===== src/hdl/rrtv_pkg.sv =====
`timescale 1ns / 1ps
// ---------------------------------------------------------------------------
// rrtv_pkg
// Shared types, constants and helpers for the rounded-rect vertex generator.
// ---------------------------------------------------------------------------
package rrtv_pkg;

  localparam int unsigned MAX_CORNER_POINTS_DEF = 15;
  localparam int unsigned SIZE_BITS_DEF         = 12;
  localparam int unsigned SINE_TABLE_DEPTH_DEF  = 64;

  localparam longint unsigned QUARTER_TURN_Q30 = 64'd1686629713;
  localparam int unsigned     UNIT_Q16         = 65536;
  localparam int unsigned     RECIP_BITS       = 40;
  localparam int unsigned     DIV_NUM_W        = RECIP_BITS + 1;
  localparam int unsigned     RECIP_LO_W       = 20;

  // config register indexes
  localparam logic [2:0] CFG_FILL_MODE     = 3'd0;
  localparam logic [2:0] CFG_H_ALIGN       = 3'd1;
  localparam logic [2:0] CFG_V_ALIGN       = 3'd2;
  localparam logic [2:0] CFG_CORNER_RADIUS = 3'd3;
  localparam logic [2:0] CFG_CORNER_POINTS = 3'd4;

  localparam logic [2:0] FM_FIT  = 3'd1;
  localparam logic [2:0] FM_CROP = 3'd2;

  localparam logic [1:0] AL_LEFT  = 2'd0;
  localparam logic [1:0] AL_RIGHT = 2'd2;

  typedef struct packed {
    logic [2:0]  fill_mode;
    logic [1:0]  h_align;
    logic [1:0]  v_align;
    logic [15:0] corner_radius;
    logic [3:0]  corner_points;
  } cfg_t;

  typedef enum logic [1:0] {VK_CENTER, VK_TOP, VK_ARC, VK_LAST} vkind_t;
  typedef enum logic [1:0] {DS_SCALE, DS_RU, DS_RV, DS_STEP} div_sel_t;

  typedef struct packed {
    logic     load;
    logic     prep;
    logic     div_start;
    div_sel_t div_sel;
    logic     frame;
    logic     arc_reset;
    logic     arc_adv;
    logic     st_look;
    logic     st_interp;
    logic     st_sine;
    logic     st_offs;
    logic     st_pos;
    logic     st_mul;
    logic     st_out;
    vkind_t   vkind;
    logic [1:0] corner;
    logic [3:0] cnt;
  } cmd_t;

  typedef struct packed {
    logic div_done;
  } sts_t;

  function automatic logic [3:0] clamp_points(input logic [3:0] cp, input logic [3:0] maxp);
    logic [3:0] c;
    c = cp;
    if (c < 4'd2) c = 4'd2;
    if (c > maxp) c = maxp;
    return c;
  endfunction

  // Q1.16 sine of a Q2.30 angle, odd Taylor terms up to x^15 (elaboration only)
  function automatic logic [16:0] sine_entry(input longint unsigned x);
    longint unsigned t;
    longint          sum;
    longint unsigned e;
    bit              neg;
    t   = x;
    sum = $signed(x);
    neg = 1'b1;
    for (int n = 3; n <= 15; n += 2) begin
      t = (t * x) >> 30;
      t = (t * x) >> 30;
      t = t / 64'((n - 1) * n);
      if (neg) sum = sum - $signed(t);
      else     sum = sum + $signed(t);
      neg = !neg;
    end
    if (sum < 0) e = 64'd0;
    else         e = ($unsigned(sum) + 64'd8192) >> 14;
    return (e > 64'd65536) ? 17'd65536 : e[16:0];
  endfunction

endpackage


===== src/hdl/rrtv_ctrl.sv =====
`timescale 1ns / 1ps
// ---------------------------------------------------------------------------
// rrtv_ctrl
// Sequencer: request setup, divider runs and the per-vertex step order.
// ---------------------------------------------------------------------------
module rrtv_ctrl import rrtv_pkg::*; #(
  parameter int unsigned MAX_CORNER_POINTS = MAX_CORNER_POINTS_DEF
) (
  input  logic clk,
  input  logic rst_n,
  input  cfg_t cfg,
  input  logic in_valid,
  output logic in_stall,
  output logic out_valid,
  input  logic out_stall,
  input  sts_t sts,
  output cmd_t cmd
);

  typedef enum logic [3:0] {
    S_IDLE, S_PREP, S_DIV_GO, S_DIV_WAIT, S_FRAME,
    S_LOOK, S_INTERP, S_SINE, S_OFFS, S_POS, S_MUL, S_OUT, S_WAIT
  } state_t;

  state_t     state_r;
  div_sel_t   sel_r;
  vkind_t     vk_r;
  logic [1:0] corner_r;
  logic [3:0] pt_r;
  logic       out_valid_r;
  logic [3:0] cnt;
  logic       xfer;

  assign cnt      = clamp_points(cfg.corner_points, 4'(MAX_CORNER_POINTS));
  assign in_stall = state_r != S_IDLE;
  assign xfer     = state_r == S_WAIT && !out_stall;

  always_comb begin
    cmd           = '0;
    cmd.load      = state_r == S_IDLE && in_valid;
    cmd.prep      = state_r == S_PREP;
    cmd.div_start = state_r == S_DIV_GO;
    cmd.div_sel   = sel_r;
    cmd.frame     = state_r == S_FRAME;
    cmd.st_look   = state_r == S_LOOK;
    cmd.st_interp = state_r == S_INTERP;
    cmd.st_sine   = state_r == S_SINE;
    cmd.st_offs   = state_r == S_OFFS;
    cmd.st_pos    = state_r == S_POS;
    cmd.st_mul    = state_r == S_MUL;
    cmd.st_out    = state_r == S_OUT;
    cmd.vkind     = vk_r;
    cmd.corner    = corner_r;
    cmd.cnt       = cnt;
    // next arc angle is set up while the current vertex transfers
    cmd.arc_reset = xfer && (vk_r == VK_TOP ||
                    (vk_r == VK_ARC && pt_r == cnt - 4'd1));
    cmd.arc_adv   = xfer && vk_r == VK_ARC && pt_r != cnt - 4'd1;
  end

  always_ff @(posedge clk) begin
    if (!rst_n) begin
      state_r     <= S_IDLE;
      sel_r       <= DS_SCALE;
      vk_r        <= VK_CENTER;
      corner_r    <= '0;
      pt_r        <= '0;
      out_valid_r <= 1'b0;
    end else begin
      unique case (state_r)
        S_IDLE: if (in_valid) state_r <= S_PREP;
        S_PREP: begin
          sel_r   <= DS_SCALE;
          state_r <= S_DIV_GO;
        end
        S_DIV_GO: state_r <= S_DIV_WAIT;
        S_DIV_WAIT: begin
          if (sts.div_done) begin
            unique case (sel_r)
              DS_SCALE: state_r <= S_FRAME;
              DS_RU: begin
                sel_r   <= DS_RV;
                state_r <= S_DIV_GO;
              end
              DS_RV: begin
                sel_r   <= DS_STEP;
                state_r <= S_DIV_GO;
              end
              default: begin
                vk_r    <= VK_CENTER;
                state_r <= S_LOOK;
              end
            endcase
          end
        end
        S_FRAME: begin
          sel_r   <= DS_RU;
          state_r <= S_DIV_GO;
        end
        S_LOOK:   state_r <= S_INTERP;
        S_INTERP: state_r <= S_SINE;
        S_SINE:   state_r <= S_OFFS;
        S_OFFS:   state_r <= S_POS;
        S_POS:    state_r <= S_MUL;
        S_MUL:    state_r <= S_OUT;
        S_OUT: begin
          out_valid_r <= 1'b1;
          state_r     <= S_WAIT;
        end
        S_WAIT: begin
          if (!out_stall) begin
            out_valid_r <= 1'b0;
            state_r     <= (vk_r == VK_LAST) ? S_IDLE : S_LOOK;
            unique case (vk_r)
              VK_CENTER: vk_r <= VK_TOP;
              VK_TOP: begin
                vk_r     <= VK_ARC;
                corner_r <= '0;
                pt_r     <= '0;
              end
              VK_ARC: begin
                if (pt_r == cnt - 4'd1) begin
                  pt_r <= '0;
                  if (corner_r == 2'd3) vk_r <= VK_LAST;
                  else corner_r <= corner_r + 2'd1;
                end else begin
                  pt_r <= pt_r + 4'd1;
                end
              end
              default: ;
            endcase
          end
        end
        default: state_r <= S_IDLE;
      endcase
    end
  end

  assign out_valid = out_valid_r;

endmodule


===== config.mk =====
export PLATFORM = sky130hd
export DESIGN_NAME = rrtv_ctrl
export DESIGN_NICKNAME = d
export VERILOG_FILES = /design/src/hdl/rrtv_pkg.sv /design/src/hdl/rrtv_ctrl.sv
export SDC_FILE = /design/constraint.sdc
export NUM_CORES = 1
export LEC_CHECK = 0
export ABC_CLOCK_PERIOD_IN_PS = 2100
export BUFFER_PORTS_ARGS = -buffer_cell sky130_fd_sc_hd__buf_2
export CAP_MARGIN = 20
export CORE_MARGIN = 10
export CORE_UTILIZATION = 40
export CTS_CLUSTER_DIAMETER = 100
export CTS_CLUSTER_SIZE = 20
export DETAILED_ROUTE_END_ITERATION = 6
export PLACE_DENSITY = 0.71
export SYNTH_ARGS = -nofsm -noshare
export SYNTH_HDL_FRONTEND = slang
export SYNTH_SLANG_ARGS = --single-unit

===== constraint.sdc =====
create_clock -name clk -period 2.1 [get_ports clk]
set_clock_uncertainty 0.1 [all_clocks]
set_input_delay 0.105 -clock clk [delete_from_list [all_inputs] [get_ports clk]]
set_output_delay 0.105 -clock clk [all_outputs]
set_load 0.02 [all_outputs]

==> run metrics <==
outcome=finished, final reports clean; IO buf count=33; Synth top area share=24.46%; fill count=between 300 and 400; worst skew pair latency=0.29 ns; initial antenna violation count=0; wire length of the first global-routing pass=5589 um; Final ANT Viol Nets=0; Seq/Total Area, Yosys=24.46%; Die Ht=roughly 75 um; final instance area=1632 um^2; Worst VDD drop=0.2847 mV; Distinct cells, synth=50; CP Launch Type=primary input; pwr dens=432.4 nW/um^2; chip width=75.40 um; CTS tree=built; grt met2 use=about a fifth; drt wl/cell=about 13 um; pre-CTS WS=-0.2360 ns; gr usage total=12.15%; Power Total=0.7054 mW; worst min-delay path class=primary input to flip-flop; Vias per Instance=5.356; Tcrit/Tclk final=96.36%; GR met1 Demand/Resource=14.25%; largest cells by area after synthesis=dfxtp_1 24%, ha_1 9.2%, nor2_1 7.3%; Synth Flop Type=dfxtp_1; final design utilization=54.33%; max_cap viols=0; total clock sinks=15; placed inst area=about 1600 um^2; final wirelength=3280 um; area of the mapped netlist=1227 um^2; largest area contributor in the netlist=dfxtp_1; layout cells sized above 1=32.27%; # nets final=262; Clock transition at path regs=0.10 ns; Final HPWL DP=2712 um; Async S/R FF share, synth=0%; ant diodes=0; placed insts=249; die area=about 5700 um^2; drt initial violations=73; GPL Wtd Cong=around 0.87; most frequent cells in the layout=32 x buf_2, 24 x nor2_1, 21 x buf_4; EDFF count, synth=0; Placeable Area=roughly 3000 um^2; Syn. warnings=0; min Tclk post-route=2.024 ns; max_slew headroom=a little under three quarters; Vias=1355; area delta synth->final=32.93%; Tightest Pin Transition=0.4187 ns; DRT Pass-1 Iters=4; CTS H-tree depth=1; fin cells=253; CTS root buf=clkbuf_4; Syn Area/Cell=7.136 um^2; Worst Path Required=around 2.2 ns; Crit Path Category=primary input to flip-flop; GRT busiest layer=met2; vias in the first global route=1282; total gr overflow=0; Gate Count Post-Synth=approximately 170; grt met3 use=about 2.9%; Syn Nets=213; synthesized flop and latch total=15; commonest non-fill, non-tap cell in the layout=buf_2; DRC Markers=0; Initial Utilization=40.87%; Max Root-Sink Buffers=2; Site Rows=20; final setup vio count=0; Hold Violations, Final=0; Worst EP arrival=2.15 ns; fin worst setup slack=0.07644 ns; max frequency=about 500 MHz; Final Max Tran Viols=0; number of CTS-inserted buffers=3; post-cts hold buffer count=0; largest net degree at the start of global routing=16; Ports=between 50 and 60; CP Max Fanout=4; leakage=0.7400 nW; CP Capture Type=flip-flop
[worst paths after layout]
check             depth (start not counted)  slack (ns)          end         from
setup / recovery                          9        0.08  corner_r[1]       cfg[2]
setup reg to reg                          6        0.09  corner_r[1]      pt_r[3]
hold / removal                            3        0.03  corner_r[0]        rst_n
hold reg to reg                           1        0.39  corner_r[0]  corner_r[0]
[kinds of logic after synthesis]
kind of cell / count (synthesis) / share of synthesized area [%]
DFF: 15 / 24.46
AOI/OAI and AO/OA: 43 / 23.55
buffers and inverters: 21 / 6.626
and+or+nand+nor: 79 / 32.52
xor gates and xnor gates: 4 / 2.855
adders and majority gates: 9 / 9.174
muxes: 1 / 0.8155
[layout make-up]
class	instances	area (um^2)	share of cell area (%)
Timing Repair Buffer	54	329.1	20.17
Clock buffer	3	22.52	1.380
Multi-Input combinational cell	136	890.9	54.60
Tap cell	33	41.29	2.531
Clock inverter	1	5.005	0.3067
Inverter	11	41.29	2.531
Sequential cell	15	301.5	18.48
[power breakdown]
group	leakage (nW)	internal [mW]	switching [mW]
clock network	0.0177	0.0709	0.100
registers	0.122	0.292	0.0140
logic	0.601	0.0891	0.139
total	0.740	0.452	0.254
[routing by layer]
metal | vias up | share of wire [%]
met5 | - | 0
met4 | 0 | 1.0
met3 | 4 | 4.3
met2 | 26 | 48
met1 | 619 | 47
li1 | 706 | -
[sequential cells by signal, indices dropped and copies added, names as in the netlist]
| name | flops |
|---|---|
| pt_r | 4 |
| sel_r | 2 |
| state_r | 4 |
| vk_r | 2 |
| corner_r | 2 |
| out_valid | 1 |
[worst max-delay path, cell delays in order]
cell,delay (ns)
buf_2,0.13
o31ai_4,0.25
ha_2,0.22
xor2_1,0.16
xnor2_1,0.15
nand2_2,0.11
or3_4,0.38
or4_4,0.49
o22ai_2,0.15
[cell usage after synthesis, drive strengths merged (3+ instances only)]
library cell / count
nor2: 25
ha: 9
inv: 11
o21a: 3
or4: 3
or3: 5
nor3: 11
nand2b: 6
o21ai: 9
clkbuf: 7
dfxtp: 15
a21oi: 10
buf: 3
nand2: 16
[timing repair]
item                                    CTS  global route
gates resized for setup                   0            10
setup buffers                             0             0
endpoints found under the setup margin    0             5
[metrics by stage]
step           hold WS [ns]   TNS (ns)
6_report            0.02944          0
3_3_place_gp         0.3408    -0.4127
4_1_cts             0.01813          0
2_1_floorplan        0.1341          0
5_1_grt             0.03054  -0.008430
3_5_place_dp         0.3424    -0.6105
Power figures use the tool's default switching activity.
